===== src/hxy_pkg.sv =====
// shared constants and types for the hilbert index pipeline
`timescale 1ns / 1ps
package hxy_pkg;

   localparam int GRID_SIZE_DEF = 1024;
   localparam int COORD_W       = 10;
   localparam int INDEX_W       = 20;
   localparam int MODE_W        = 3;

   typedef enum logic [MODE_W-1:0] {
      MODE_IDENT    = 3'd0,
      MODE_ROT_CW   = 3'd1,
      MODE_ROT_CCW  = 3'd2,
      MODE_ROT_180  = 3'd3,
      MODE_SHIFT_LL = 3'd4,
      MODE_SHIFT_HL = 3'd5,
      MODE_SHIFT_LH = 3'd6,
      MODE_SHIFT_HH = 3'd7
   } mode_type;

endpackage


===== src/hxy_transform.sv =====
// input stage: grid check, point transform and range check, registered
`timescale 1ns / 1ps
module hxy_transform #(
   parameter int GRID_SIZE = hxy_pkg::GRID_SIZE_DEF,
   parameter int CW        = $clog2(GRID_SIZE)
) (
   input  logic                           clock,
   input  logic                           reset,
   input  hxy_pkg::mode_type              mode,
   input  logic                           up_valid,
   input  logic [hxy_pkg::COORD_W-1:0]    up_x,
   input  logic [hxy_pkg::COORD_W-1:0]    up_y,
   output logic                           dn_valid,
   output logic [CW-1:0]                  dn_x,
   output logic [CW-1:0]                  dn_y
);

   localparam int XW = ((CW > hxy_pkg::COORD_W) ? CW : hxy_pkg::COORD_W) + 1;
   localparam logic [XW-1:0] N_EXT = XW'(GRID_SIZE);
   localparam logic [CW-1:0] TOP   = CW'(GRID_SIZE - 1);

   logic          in_grid;
   logic          keep;
   logic [CW-1:0] xc;
   logic [CW-1:0] yc;
   logic [CW-1:0] tx;
   logic [CW-1:0] ty;

   logic          valid_ff;
   logic          valid_in;
   logic [CW-1:0] x_ff;
   logic [CW-1:0] x_in;
   logic [CW-1:0] y_ff;
   logic [CW-1:0] y_in;

   always_comb begin
      in_grid = (XW'(up_x) < N_EXT) && (XW'(up_y) < N_EXT);
      xc      = CW'(up_x);
      yc      = CW'(up_y);
      keep    = 1'b1;
      tx      = xc;
      ty      = yc;
      case (mode)
         hxy_pkg::MODE_IDENT: begin
            tx = xc;
            ty = yc;
         end
         hxy_pkg::MODE_ROT_CW: begin
            tx = TOP - yc;
            ty = xc;
         end
         hxy_pkg::MODE_ROT_CCW: begin
            tx = yc;
            ty = TOP - xc;
         end
         hxy_pkg::MODE_ROT_180: begin
            tx = TOP - xc;
            ty = TOP - yc;
         end
         hxy_pkg::MODE_SHIFT_LL: begin
            keep = (xc != '0) && (yc != '0);
            tx   = xc - CW'(1);
            ty   = yc - CW'(1);
         end
         hxy_pkg::MODE_SHIFT_HL: begin
            keep = (xc != TOP) && (yc != '0);
            tx   = xc + CW'(1);
            ty   = yc - CW'(1);
         end
         hxy_pkg::MODE_SHIFT_LH: begin
            keep = (xc != '0) && (yc != TOP);
            tx   = xc - CW'(1);
            ty   = yc + CW'(1);
         end
         hxy_pkg::MODE_SHIFT_HH: begin
            keep = (xc != TOP) && (yc != TOP);
            tx   = xc + CW'(1);
            ty   = yc + CW'(1);
         end
         default: begin
            keep = 1'b0;
         end
      endcase
      valid_in = up_valid && in_grid && keep;
      x_in     = tx;
      y_in     = ty;
   end

   always_ff @(posedge clock) begin
      if (reset) begin
         valid_ff <= 1'b0;
      end else begin
         valid_ff <= valid_in;
      end
      x_ff <= x_in;
      y_ff <= y_in;
   end

   assign dn_valid = valid_ff;
   assign dn_x     = x_ff;
   assign dn_y     = y_ff;

   // points off the grid never reach the levels
   a_off_grid_dropped: assert property (@(posedge clock) disable iff (reset)
      (up_valid && !in_grid) |=> !dn_valid)
      else $error("off-grid point passed the input stage");

   // identity keeps the coordinates
   a_ident_keeps: assert property (@(posedge clock) disable iff (reset)
      (up_valid && in_grid && mode == hxy_pkg::MODE_IDENT)
         |=> (dn_valid && dn_x == $past(xc) && dn_y == $past(yc)))
      else $error("identity transform altered the point");

endmodule


===== src/hxy_level.sv =====
// one curve level: quadrant digit, index accumulate, reflect and swap
`timescale 1ns / 1ps
module hxy_level #(
   parameter int CW    = 10,
   parameter int STEP  = 512
) (
   input  logic                          clock,
   input  logic                          reset,
   input  logic                          up_valid,
   input  logic [CW-1:0]                 up_x,
   input  logic [CW-1:0]                 up_y,
   input  logic [hxy_pkg::INDEX_W-1:0]   up_index,
   output logic                          dn_valid,
   output logic [CW-1:0]                 dn_x,
   output logic [CW-1:0]                 dn_y,
   output logic [hxy_pkg::INDEX_W-1:0]   dn_index
);

   localparam logic [CW-1:0]                S_V  = CW'(STEP);
   localparam logic [CW-1:0]                S_M1 = CW'(STEP - 1);
   localparam longint                       SQ_L = longint'(STEP) * longint'(STEP);
   localparam logic [hxy_pkg::INDEX_W-1:0]  SQ   = hxy_pkg::INDEX_W'(SQ_L);
   localparam logic [hxy_pkg::INDEX_W-1:0]  SQ2  = hxy_pkg::INDEX_W'(SQ_L * 2);

   logic                         rx;
   logic                         ry;
   logic [1:0]                   digit;
   logic [CW-1:0]                fx;
   logic [CW-1:0]                fy;

   logic                         valid_ff;
   logic                         valid_in;
   logic [CW-1:0]                x_ff;
   logic [CW-1:0]                x_in;
   logic [CW-1:0]                y_ff;
   logic [CW-1:0]                y_in;
   logic [hxy_pkg::INDEX_W-1:0]  index_ff;
   logic [hxy_pkg::INDEX_W-1:0]  index_in;

   always_comb begin
      rx    = |(up_x & S_V);
      ry    = |(up_y & S_V);
      // digit is (3*rx) xor ry
      digit = {rx, rx ^ ry};
      index_in = up_index + (digit[0] ? SQ : '0) + (digit[1] ? SQ2 : '0);
      fx = rx ? (S_M1 - up_x) : up_x;
      fy = rx ? (S_M1 - up_y) : up_y;
      if (!ry) begin
         x_in = fy;
         y_in = fx;
      end else begin
         x_in = up_x;
         y_in = up_y;
      end
      valid_in = up_valid;
   end

   always_ff @(posedge clock) begin
      if (reset) begin
         valid_ff <= 1'b0;
      end else begin
         valid_ff <= valid_in;
      end
      x_ff     <= x_in;
      y_ff     <= y_in;
      index_ff <= index_in;
   end

   assign dn_valid = valid_ff;
   assign dn_x     = x_ff;
   assign dn_y     = y_ff;
   assign dn_index = index_ff;

   a_valid_moves: assert property (@(posedge clock) disable iff (reset)
      up_valid |=> dn_valid)
      else $error("beat lost in curve level");

   a_no_phantom: assert property (@(posedge clock) disable iff (reset)
      !up_valid |=> !dn_valid)
      else $error("beat invented in curve level");

endmodule


===== src/hilbert_xy_to_index_transformed.sv =====
// top level: mode register, input stage and one pipeline stage per curve level
// throughput: one point per cycle; busy stays low, one register stage per level
// points that fall off the grid are dropped in the input stage and give no beat
// reset: synchronous, clears the mode to identity and all stage valid bits
`timescale 1ns / 1ps
module hilbert_xy_to_index_transformed #(
   parameter int GRID_SIZE = hxy_pkg::GRID_SIZE_DEF
) (
   input  logic                           clock,
   input  logic                           reset,
   input  logic                           start,
   output logic                           busy,
   input  logic [hxy_pkg::COORD_W-1:0]    req_coord_x,
   input  logic [hxy_pkg::COORD_W-1:0]    req_coord_y,
   output logic                           rsp_valid,
   output logic [hxy_pkg::INDEX_W-1:0]    rsp_curve_index,
   input  logic                           csr_we,
   input  logic [hxy_pkg::MODE_W-1:0]     csr_wdata
);

   localparam int CW     = $clog2(GRID_SIZE);
   localparam int LEVELS = $clog2(GRID_SIZE + 1) - 1;

   hxy_pkg::mode_type mode_ff;

   logic                         v_chain [0:LEVELS];
   logic [CW-1:0]                x_chain [0:LEVELS];
   logic [CW-1:0]                y_chain [0:LEVELS];
   logic [hxy_pkg::INDEX_W-1:0]  d_chain [0:LEVELS];

   always_ff @(posedge clock) begin
      if (reset) begin
         mode_ff <= hxy_pkg::MODE_IDENT;
      end else if (csr_we) begin
         mode_ff <= hxy_pkg::mode_type'(csr_wdata);
      end
   end

   assign busy = 1'b0;

   hxy_transform #(
      .GRID_SIZE (GRID_SIZE),
      .CW        (CW)
   ) u_transform (
      .clock    (clock),
      .reset    (reset),
      .mode     (mode_ff),
      .up_valid (start && !busy),
      .up_x     (req_coord_x),
      .up_y     (req_coord_y),
      .dn_valid (v_chain[0]),
      .dn_x     (x_chain[0]),
      .dn_y     (y_chain[0])
   );

   assign d_chain[0] = '0;

   for (genvar k = 0; k < LEVELS; k++) begin : g_level
      hxy_level #(
         .CW   (CW),
         .STEP (GRID_SIZE >> (k + 1))
      ) u_level (
         .clock    (clock),
         .reset    (reset),
         .up_valid (v_chain[k]),
         .up_x     (x_chain[k]),
         .up_y     (y_chain[k]),
         .up_index (d_chain[k]),
         .dn_valid (v_chain[k+1]),
         .dn_x     (x_chain[k+1]),
         .dn_y     (y_chain[k+1]),
         .dn_index (d_chain[k+1])
      );
   end

   assign rsp_valid       = v_chain[LEVELS];
   assign rsp_curve_index = d_chain[LEVELS];

   a_mode_holds: assert property (@(posedge clock) disable iff (reset)
      !csr_we |=> $stable(mode_ff))
      else $error("mode changed without a write");

endmodule


===== config.mk =====
export PLATFORM = sky130hd
export DESIGN_NAME = hilbert_xy_to_index_transformed
export DESIGN_NICKNAME = d
export VERILOG_FILES = /design/src/hxy_pkg.sv /design/src/hxy_transform.sv /design/src/hxy_level.sv /design/src/hilbert_xy_to_index_transformed.sv
export SDC_FILE = /design/constraint.sdc
export NUM_CORES = 1
export LEC_CHECK = 0
export ABC_AREA = 1
export BUFFER_PORTS_ARGS = -buffer_cell sky130_fd_sc_hd__buf_2
export CORE_MARGIN = 3
export CORE_UTILIZATION = 26
export CTS_CLUSTER_SIZE = 8
export DETAILED_ROUTE_END_ITERATION = 8
export GPL_ROUTABILITY_DRIVEN = 0
export PLACE_DENSITY_LB_ADDON = 0.2
export RECOVER_POWER = 50
export SYNTH_ARGS = -nofsm -noshare
export SYNTH_HDL_FRONTEND = slang
export SYNTH_HIERARCHICAL = 1
export SYNTH_SLANG_ARGS = --single-unit

===== constraint.sdc =====
create_clock -name clock -period 2.1 [get_ports clock]
set_input_delay 0.21 -clock clock [delete_from_list [all_inputs] [get_ports clock]]
set_output_delay 0.21 -clock clock [all_outputs]
set_load 0.01 [all_outputs]

# Word level (Yosys, flattened, before mapping)
# Index checks and enable logic that the tools add are counted.
[op_classes]
addsub = 43
eq_ne = 9
muxes = 59
bitwise_logic = 10
reduce_logical = 12
[ops]
columns = ["operator", "count"]
rows = [
  ["$add 20x20->20", 19],
  ["$pmux 10 s6", 2],
  ["$mux 9", 5],
  ["$mux 8", 5],
  ["$mux 7", 5],
  ["$mux 6", 5],
  ["$mux 5", 5],
  ["$add 10x1->10 const B", 2],
  ["$mux 20", 1],
  ["$mux 4", 5],
  ["$ne 10x10->1 const B", 2],
  ["$reduce_bool 10->1", 2],
  ["$sub 10x1->10 const B", 2],
  ["$sub 10x10->10 const A", 2],
  ["$mux 19", 1],
  ["$mux 18", 1],
  ["$sub 9x9->9 const A", 2],
  ["$mux 17", 1],
  ["$mux 16", 1],
  ["$sub 8x8->8 const A", 2],
  ["$mux 15", 1],
  ["$mux 3", 5],
  ["$mux 14", 1],
  ["$sub 7x7->7 const A", 2],
  ["20 further kinds", 54],
]
[word_totals]
register_bits = 324
inputBits = 27
out_inout_bits = 22
word_cells = 175

# Logic depth before layout (Yosys ltp)
# Gate-level depths: netlist of run 1.
[depth]
ltp_word = 4
ltp_mapped = 16
ltp_nobuf = 14

# Hierarchy
# The synthesis of run 1 kept the hierarchy.
[modules_own_cells]
columns = ["mod", "n_inst", "cells_each", "area_per_inst_um2", "seq_area_each_um2"]
rows = [
  ["hxy_transform", 1, 363, 2214.6, 420.4],
  ["hxy_level at g_level[9].u_level", 1, 244, 1880.6, 820.8],
  ["hxy_level at g_level[8].u_level", 1, 241, 1873.0, 820.8],
  ["hxy_level at g_level[6].u_level", 1, 207, 1720.4, 820.8],
  ["hxy_level at g_level[7].u_level", 1, 209, 1700.4, 820.8],
  ["hxy_level at g_level[5].u_level", 1, 189, 1607.8, 820.8],
  ["hxy_level at g_level[2].u_level", 1, 174, 1575.3, 820.8],
  ["hxy_level at g_level[4].u_level", 1, 169, 1535.2, 820.8],
  ["hxy_level at g_level[3].u_level", 1, 150, 1452.6, 820.8],
  ["hxy_level at g_level[1].u_level", 1, 174, 1451.4, 820.8],
  ["hxy_level at g_level[0].u_level", 1, 171, 1425.1, 820.8],
  ["hilbert_xy_to_index_transformed", 1, 21, 131.4, 60.1],
]

# Least setup slack after synthesis of run 1
# No wires, ideal clock.
[synth_path]
path_kind = "reg-to-reg"
startpoint = "register g_level[6].u_level.x_ff[2]"
endpoint = "register g_level[7].u_level.index_ff, in the netlist g_level[7].u_level/dn_index[14]"
setup_ns = 0.118
t_arrival_ns = 1.826
t_required_ns = 1.982
path_slack_ns = 0.155
stages_incl_launch_ff = 9
n_path_buf = 2
synth_period_minus_slack_ns = 1.945
path_cell_list = "dfxtp_1 clkbuf_2 buf_2 inv_1 fa_1 nand3b_1 nor2_4 nand2_2 xnor2_1"
[synth_via]
elab_chain_cells = 4
word_cells_on_any_way = 5
cone_classes = "add/sub: 2; mux: 2; bitwise: 1"
[synth_rtl]
columns = ["element", "line", "rtl"]
rows = [
  ["from (decl)", "hxy_level.sv:33", "logic [CW-1:0] x_ff;"],
  ["from (signal assigned)", "hxy_level.sv:64", "x_ff <= x_in;"],
  ["$xor 1x1->1", "hxy_level.sv:44", "digit = {rx, rx ^ ry};"],
  ["$mux 5", "hxy_level.sv:45", "index_in = up_index + (digit[0] ? SQ : '0) + (digit[1] ? SQ2 : '0);"],
  ["$add 20x20->20", "hxy_level.sv:45", ""],
  ["$add 20x20->20 *", "hxy_level.sv:45", ""],
  ["via g_level[7].u_level.index_in, one bit", "hxy_level.sv:38", "logic [hxy_pkg::INDEX_W-1:0] index_in;"],
  ["to (signal assigned)", "hxy_level.sv:66", "index_ff <= index_in;"],
  ["to (decl)", "hxy_level.sv:37", "logic [hxy_pkg::INDEX_W-1:0] index_ff;"],
]
# The timed path passes the listed nets; every way through them passes the cells marked *.
# A chain may end at the register's enable or synchronous reset.

# Worst setup path in the final report of run 1
[layout_path]
startpoint = "register g_level[4].u_level.x_ff[4]"
endpoint = "register g_level[5].u_level.index_ff, in the netlist g_level[5].u_level/dn_index[16]"
[layout_via]
elab_chain_cells = 4
word_cells_on_any_way = 5
cone_classes = "add/sub: 2; mux: 2; bitwise: 1"
[layout_rtl]
columns = ["element", "line"]
rows = [
  ["from (decl)", "hxy_level.sv:33"],
  ["from (signal assigned)", "hxy_level.sv:64"],
  ["$xor 1x1->1", "hxy_level.sv:44"],
  ["$mux 9", "hxy_level.sv:45"],
  ["$add 20x20->20", "hxy_level.sv:45"],
  ["$add 20x20->20 *", "hxy_level.sv:45"],
  ["via g_level[5].u_level.index_in, one bit", "hxy_level.sv:38"],
  ["to (signal assigned)", "hxy_level.sv:66"],
  ["to (decl)", "hxy_level.sv:37"],
]
# Marks and branches as above.

==> results of run 1 <==
[layout make-up]
cell class	instances	area, um^2
clock buffer	50	1166
multi-input combinational	1076	5983
sequential	324	6486
inverter	212	810.8
timing repair buffer	96	610.6
fill	5430	35860
clock inverter	3	56.30
tap	680	850.8
[report_power, final]
group	switching, mW	internal (mW)
clock network	2.50	3.89
registers	1.53	8.41
logic	3.98	2.86
[through the flow]
stage | setup WS (ns) | instance area (um^2) | hold WS [ns] | cells
after floorplan | 0.2083 | 13810 | 0.2812 | 1675
after global placement | 0.08210 | 14610 | 0.3097 | 2371
after detailed placement | 0.07088 | 14610 | 0.3121 | 2371
after CTS | 0.06402 | 15990 | 0.005789 | 2440
after global routing | -0.03481 | 15960 | 0.03768 | 2441
final | 0.1284 | 15960 | 0.04445 | 2441
[registers in the layout, indices dropped and copies added, names as in the netlist]
name                      cells
g_level.u_level/dn_index    200
g_level.u_level/dn_valid     10
g_level.u_level/dn_x         45
g_level.u_level/dn_y         45
mode_ff                       3
u_transform/dn_valid          1
u_transform/dn_x             10
u_transform/dn_y             10
[per-layer routing]
metal	GRT usage	up-vias	wire, um
li1	-	5291	-
met1	0.1051	4433	10800
met2	0.1836	145	13750
met3	0.01953	64	1014
met4	0.04480	0	911
met5	0	-	0
[critical path, cell delays in order, from the launching register on]
cell      delay (ns)
dfxtp_1         0.32
clkbuf_1        0.48
inv_1           0.14
fa_1            0.52
nor2_2          0.18
nand2_1         0.09
xnor2_1         0.12
[repair_timing]
action	in CTS	in global routing
setup endpoints to repair	0	10
hold buffers	16	0
setup buffers	0	1
endpoints found under the hold margin	24	0
gates resized for setup	0	10
[worst max path at each step]
| stage | cells past startpoint | endpoint | startpoint |
|---|---|---|---|
| 2_1_floorplan | 10 | g_level[9].u_level/dn_index[18]$_DFF_P_ | g_level[8].u_level/dn_x[0]$_DFF_P_ |
| 3_3_place_gp | 10 | g_level[9].u_level/dn_index[18]$_DFF_P_ | g_level[8].u_level/dn_x[0]$_DFF_P_ |
| 3_5_place_dp | 10 | g_level[9].u_level/dn_index[18]$_DFF_P_ | g_level[8].u_level/dn_x[0]$_DFF_P_ |
| 4_1_cts | 10 | g_level[9].u_level/dn_index[18]$_DFF_P_ | g_level[8].u_level/dn_x[0]$_DFF_P_ |
| 5_1_grt | 10 | g_level[9].u_level/dn_index[18]$_DFF_P_ | g_level[8].u_level/dn_x[0]$_DFF_P_ |
| 6_report | 6 | g_level[5].u_level/dn_index[16]$_DFF_P_ | g_level[4].u_level/dn_x[4]$_DFF_P_ |
==> impl_metrics.ini, run 1 <==
[sta]
worst_pin_slew_ns = 0.8831
post-route-period-util = 0.9389
fin_tns_setup_ns = 0
period_needed_ns = 1.972
slew_violations = 0
finalSetupViolCount = 0
rsz0062_at_grt = true
hold_viol = 0
max_freq_ghz = 0.5072
relSlewSlack = 0.4106
skew_ns = 0.01743

[power]
p_per_area_mw_per_mm2 = 1451
vdd_drop_max_v = 0.0006032
leakagePower_nw = 7.310
power_mw = 23.16

[min_path]
min_path_cells = 3
min_from = req_coord_y[7]
hp-class = in -> reg
hold_end = u_transform/dn_y[7]$_DFF_P_

[floorplan]
initial_core_util = 0.2650
rows = 83
io_pins = 49
die_h_um = 235.8
core_mm2 = 0.05182
die_w_um = 235.8
die_area_mm2 = 0.05561

[global_routing]
gr-total-overflow = 0
grt_max_degree = 29
grt_pass1_wl_um = 45970
grt_usage = 0.09791
antenna_found_initial = 0
grt_pass1_vias = 9819

[cells_and_area]
antenna_cells = 0
drive_gt1_frac = 0.1352
final_cell_mix = nand2_1 (462), dfxtp_1 (324), inv_1 (194), nand3_1 (100), nor2_1 (79)
layout_commonest_cell = nand2_1
area_delta_synth_final_pct = 16.24
finalNetCount = 1823
utilization = 0.3081

[setup_path]
required_ns = 2.53
crit_type = reg -> reg
cp.arrival_ns = 2.40
r2r_cells = 6
start_kind = flop
endpoint_kind = flop
r2r_end = g_level[5].u_level/dn_index[16]$_DFF_P_
r2r-start = g_level[4].u_level/dn_x[4]$_DFF_P_
cp_max_fo = 10
reg2reg_slack_ns = 0.13

[clocking]
cts_tree = done
clock-sinks = 324
cts.path.max_buffers = 3
worstSkewPairLatency_ns = 0.56
cts_inserted_buffers = 46
root_buffer = clkbuf_16
htree_num_levels = 2
cts.clk_slew.worst_paths_ns = 0.05

[logic_synthesis]
synth.avg_cell_area_um2 = 8.303
synth_cells = 1654
yosysWarnings = 6
syn_area_mm2 = 0.01373

[job]
cap_violations = 0

[routing]
dr.pass1.iters = 4
post_drt_wl_per_cell_um = 10.84
drt_wl_total_um = 26470
initialDrtViolationCount = 420
vias = 9933
routed_via_density = 4.069
drtAntennaViolNets = 0
drc_errors = 0

[place]
port_buffers = 47
dp_hpwl_um = 20250

[outcome]
outcome = complete, no violations
(Power assumes the default switching activity.)
==> run 2: changes to the inputs <==
--- a/config.mk
+++ b/config.mk
@@ -6,7 +6,8 @@
 export NUM_CORES = 1
 export LEC_CHECK = 0
 export ABC_AREA = 1
-export BUFFER_PORTS_ARGS = -buffer_cell sky130_fd_sc_hd__buf_2
+export BUFFER_PORTS_ARGS = -buffer_cell sky130_fd_sc_hd__buf_4
+export CORE_ASPECT_RATIO = 0.7
 export CORE_MARGIN = 3
 export CORE_UTILIZATION = 26
 export CTS_CLUSTER_SIZE = 8
==> run 2 against run 1 <==
Against the previous run:
- register-to-register slack worse by 0.02 ns
- setup slack worse by 0.023 ns
- cell area is 1.7% higher
- maximum frequency is 1.1% lower
- sequential share of layout area is 0.69 points lower
- utilization is 0.76 points higher
- via count is 2.1% higher
- total power is 3.6% higher
- clock skew is 0.013 ns higher
- critical path type unchanged
- critical endpoint is now g_level[9].u_level/dn_index[14]$_DFF_P_
==> impl_metrics.ini, run 2 (synthesis results as in run 1) <==
[place]
pre_cts_ws_ns = 0.06941
dp.cells = 2368
dp_hpwl_um = 22430
port_buffers = 47

[sta]
slew_violations = 0
finalSetupViolCount = 0
rsz0062_at_grt = true
worst_slack_ns = 0.1059
relSlewSlack = 0.3760
hold_viol = 0
max_freq_ghz = 0.5015
worst_pin_slew_ns = 0.9349
period_needed_ns = 1.994
holdWs_ns = 0.06342
fin_tns_setup_ns = 0
skew_ns = 0.03005
post-route-period-util = 0.9496

[floorplan]
rows = 69
core_mm2 = 0.05145
die_area_mm2 = 0.05566
initial_core_util = 0.2669
die_w_um = 280.7
io_pins = 49
die_h_um = 198.3

[routing]
routed_via_density = 4.144
drc_errors = 0
drt_wl_total_um = 29990
dr.pass1.iters = 5
initialDrtViolationCount = 581
vias = 10150
drtAntennaViolNets = 0
post_drt_wl_per_cell_um = 12.25

[global_routing]
grt_usage = 0.1123
grt_pass1_vias = 9849
grt_max_degree = 29
gr-total-overflow = 0
antenna_found_initial = 0
grt_pass1_wl_um = 50480

[cells_and_area]
finalNetCount = 1834
stdcell_count = 2448
layout_commonest_cell = nand2_1
fill_cells = 5392
antenna_cells = 0
largest_register_ffs = 200
drive_gt1_frac = 0.1398
area_delta_synth_final_pct = 18.27
final_cell_mix = nand2_1 (462), dfxtp_1 (324), inv_1 (195), nand3_1 (100), nor2_1 (78)

[power]
vdd_drop_max_v = 0.0007341
leakagePower_nw = 7.425
power_mw = 24.00
p_per_area_mw_per_mm2 = 1477

[clocking]
cts.clk_slew.worst_paths_ns = 0.05
htree_num_levels = 2
worstSkewPairLatency_ns = 0.57
cts.path.max_buffers = 3
cts_inserted_buffers = 47
clock-sinks = 324
root_buffer = clkbuf_16
cts_tree = done

[setup_path]
endpoint_kind = flop
cp_max_fo = 4
crit_type = reg -> reg
required_ns = 2.55
cp.arrival_ns = 2.44
start_kind = flop

[min_path]
hp-class = in -> reg

[job]
cap_violations = 0

[outcome]
outcome = complete, no violations
==> run 2: changes by cell type in the layout (fill, tap and decap cells not counted), sizes merged <==
cell / delta
buf: +6
bufinv: +1
clkinv: +2
dlygate4sd3: +5
inv: -1
==> run 2: routing by layer <==
layer | share of wire | GRT usage
met1 | 0.56 | 0.1750
met4 | 0.024 | 0.03789
met3 | 0.063 | 0.02876
met5 | 0 | 0
met2 | 0.35 | 0.1453
==> run 2: per-stage QoR <==
step	cell area, um^2	utilization
after global placement	14740	0.2864
after floorplan	13810	-
after global routing	16240	0.3157
after CTS	16240	0.3156
final	16240	0.3157
after detailed placement	14740	0.2864
==> run 2: final timing paths <==
path / cells after the start / from / endpoint / slack [ns]
worst min-delay path: 3 / req_coord_y[2] / u_transform/dn_y[2]$_DFF_P_ / 0.06
worst max register to register: 9 / g_level[8].u_level/dn_x[0]$_DFF_P_ / g_level[9].u_level/dn_index[14]$_DFF_P_ / 0.11
worst max-delay path: 9 / g_level[8].u_level/dn_x[0]$_DFF_P_ / g_level[9].u_level/dn_index[14]$_DFF_P_ / 0.11
worst min register to register: 0 / g_level[1].u_level/dn_index[12]$_DFF_P_ / g_level[2].u_level/dn_index[12]$_DFF_P_ / 0.30
==> run 2: cell type report <==
| class | instances | area, um^2 | area share |
|---|---|---|---|
| well taps | 674 | 843.3 | 0.05192 |
| multi-input cells | 1076 | 6022 | 0.3708 |
| inverters | 212 | 810.8 | 0.04992 |
| flip-flops and latches | 324 | 6486 | 0.3994 |
| clock buffers | 51 | 1201 | 0.07395 |
| repair buffers | 106 | 788.3 | 0.04853 |
| clock inverters | 5 | 90.09 | 0.005547 |
==> run 2: what timing repair did <==
action,in CTS,in global routing
hold buffers,21,0
setup buffers,0,3
setup endpoints to repair,0,11
hold endpoints to repair,28,0
gates resized for setup,0,15
==> run 2: critical path: stages (launching register included) <==
cell	delay (ns)
dfxtp_1	0.34
ha_4	0.28
ha_4	0.12
inv_1	0.05
fa_2	0.37
inv_2	0.07
nand3_2	0.08
nor2_4	0.23
nand4_1	0.14
xor2_1	0.18
==> run 2: power breakdown <==
part | switching [mW] | total, mW | leakage [nW] | internal (mW)
Sequential | 1.69 | 10.1 | 2.73 | 8.41
Clock | 2.58 | 6.70 | 0.631 | 4.12
Combinational | 4.18 | 7.20 | 4.07 | 3.02
Total | 8.45 | 24.0 | 7.42 | 15.6
==> run 3: changes to the inputs <==
--- a/config.mk
+++ b/config.mk
@@ -6,6 +6,7 @@
 export NUM_CORES = 1
 export LEC_CHECK = 0
 export ABC_AREA = 1
+export ABC_CLOCK_PERIOD_IN_PS = 2100
 export BUFFER_PORTS_ARGS = -buffer_cell sky130_fd_sc_hd__buf_4
 export CORE_ASPECT_RATIO = 0.7
 export CORE_MARGIN = 3
==> constraint.sdc (replaced) <==
create_clock -name clock -period 2.1 [get_ports clock]
set_input_delay 0.105 -clock clock [delete_from_list [all_inputs] [get_ports clock]]
set_output_delay 0.105 -clock clock [all_outputs]
set_load 0.01 [all_outputs]
==> run 3 against run 2 <==
Against the previous run:
- wire length is 0.54% lower
- clock power is 3% lower
- non-clock buffer count is 4 higher
- maximum frequency is 0.71% higher
- cell count hardly changed
- critical path type unchanged
- largest cell class unchanged
- largest power group unchanged
- highest routed layer unchanged
==> impl_metrics.ini, run 3 (synthesis results as in run 1) <==
[job]
cap_violations = 0

[clocking]
cts_inserted_buffers = 46
worstSkewPairLatency_ns = 0.55
root_buffer = clkbuf_16
cts_tree = done
htree_num_levels = 2
clock-sinks = 324
cts.path.max_buffers = 3
cts.clk_slew.worst_paths_ns = 0.05

[power]
power_mw = 23.80
leakagePower_nw = 7.403
vdd_drop_max_v = 0.0006134
p_per_area_mw_per_mm2 = 1470

[cells_and_area]
final_cell_mix = nand2_1 (462), dfxtp_1 (323), inv_1 (193), nand3_1 (100), nor2_1 (79)
stdcell_count = 2447
finalNetCount = 1837
area_delta_synth_final_pct = 17.88
antenna_cells = 0
finish.instance_area_mm2 = 0.01619
largest_register_ffs = 200
layout_commonest_cell = nand2_1
drive_gt1_frac = 0.1376

[place]
dp.cells = 2368
port_buffers = 47
dp_hpwl_um = 22500
post_dp_cell_area_mm2 = 0.01474

[global_routing]
grt_pass1_vias = 9870
grt_max_degree = 29
gr-total-overflow = 0
antenna_found_initial = 0
grt_usage = 0.1103
grt_pass1_wl_um = 49980

[routing]
drt_wl_total_um = 29830
drtAntennaViolNets = 0
vias = 10160
drc_errors = 0
initialDrtViolationCount = 579
dr.pass1.iters = 5
routed_via_density = 4.152
post_drt_wl_per_cell_um = 12.19

[setup_path]
cp_slowest_cell = fa_2
crit_path_frequent_cell = inv_2
cp_max_fo = 4
endpoint_kind = flop
start_kind = flop
reg2reg_slack_ns = 0.12
critical_path.max_stage_delay_ns = 0.36
crit_type = reg -> reg
cp.arrival_ns = 2.47
cp-startpoint = g_level[8].u_level/dn_x[0]$_DFF_P_
required_ns = 2.59
r2r-start = g_level[8].u_level/dn_x[0]$_DFF_P_
crit_chain = ha_4 > ha_2 > inv_2 > fa_2 > inv_2 > nand3_2 > nor2_4 > buf_6 > nand2_4 > nor2_2 > xor2_1
crit_path_end = g_level[9].u_level/dn_index[16]$_DFF_P_
r2r_cells = 11
r2r_end = g_level[9].u_level/dn_index[16]$_DFF_P_

[sta]
worst_pin_slew_ns = 0.9762
skew_ns = 0.04500
post-route-period-util = 0.9429
relSlewSlack = 0.3485
hold_viol = 0
finalSetupViolCount = 0
max_freq_ghz = 0.5050
period_needed_ns = 1.980
holdWs_ns = 0.03545
rsz0062_at_grt = true
slew_violations = 0

[floorplan]
die_area_mm2 = 0.05566
initial_core_util = 0.2669
io_pins = 49
rows = 69
die_w_um = 280.7
core_mm2 = 0.05145
die_h_um = 198.3

[min_path]
hp-class = in -> reg

[outcome]
outcome = complete, no violations
[run 3: cell types whose count changed in the layout (fill, tap and decap cells not counted), moves of 2 or more]
cell	change
dlygate4sd3_1	+2
inv_1	-2
o21ai_0	-6
buf_4	-3
inv_16	+2
inv_2	+2
clkbuf_1	+2
o21ai_1	+6
[run 3: per-layer routing]
| metal | wire length [um] | part of all wire | global-route usage | vias up |
|---|---|---|---|---|
| li1 | - | - | - | 5335 |
| met1 | 17180 | 0.58 | 0.1756 | 4606 |
| met2 | 10560 | 0.35 | 0.1446 | 184 |
| met3 | 1716 | 0.058 | 0.02746 | 35 |
| met4 | 385 | 0.013 | 0.02494 | 0 |
| met5 | 0 | 0 | 0 | - |
[run 3: metrics by stage]
stage,setup WS (ns),TNS (ns),util
after floorplan,0.2083,0,-
after global routing,-0.02211,-0.04144,0.3146
final,0.1199,0,0.3146
after CTS,0.05842,0,0.3152
after global placement,0.07841,0,0.2864
after detailed placement,0.07555,0,0.2864
[run 3: repair_timing]
item	CTS	global route
buffers inserted	0	5
hold buffers	23	0
resized for setup	0	11
setup endpoints to repair	0	11
hold endpoints to repair	30	0
[run 3: final cells by class]
cell class,count,area [um^2]
Clock buffer,48,1179
Tap cell,674,843.3
Timing Repair Buffer,110,804.5
Multi-Input combinational cell,1076,5995
Clock inverter,3,70.07
Inverter,212,810.8
Sequential cell,324,6487
Fill cell,5406,35270
[run 3: where the power goes]
part | total, mW | leakage (nW) | internal (mW) | switching, mW
sequential | 10.1 | 2.73 | 8.41 | 1.68
combinational | 7.18 | 4.06 | 3.00 | 4.18
clock | 6.53 | 0.612 | 3.95 | 2.58
total | 23.8 | 7.40 | 15.4 | 8.44
[run 3: worst max-delay path, delay by kind of cell, from the launching register on]
kind          cells  cell delay (ns)
xor+xnor          1             0.14
fa+ha+maj         3             0.79
buf+inv           3             0.24
flops             1             0.33
simple gates      4             0.42
[run 3: worst min-delay path by stage]
stage	cells past startpoint	startpoint	to
2_1_floorplan	1	reset	g_level[0].u_level/dn_valid$_SDFF_PP0_
3_3_place_gp	0	g_level[0].u_level/dn_index[2]$_DFF_P_	g_level[1].u_level/dn_index[2]$_DFF_P_
3_5_place_dp	0	g_level[0].u_level/dn_index[10]$_DFF_P_	g_level[1].u_level/dn_index[10]$_DFF_P_
4_1_cts	3	req_coord_x[0]	u_transform/dn_x[0]$_DFF_P_
5_1_grt	4	req_coord_y[0]	u_transform/dn_y[1]$_DFF_P_
6_report	4	req_coord_y[0]	u_transform/dn_y[1]$_DFF_P_
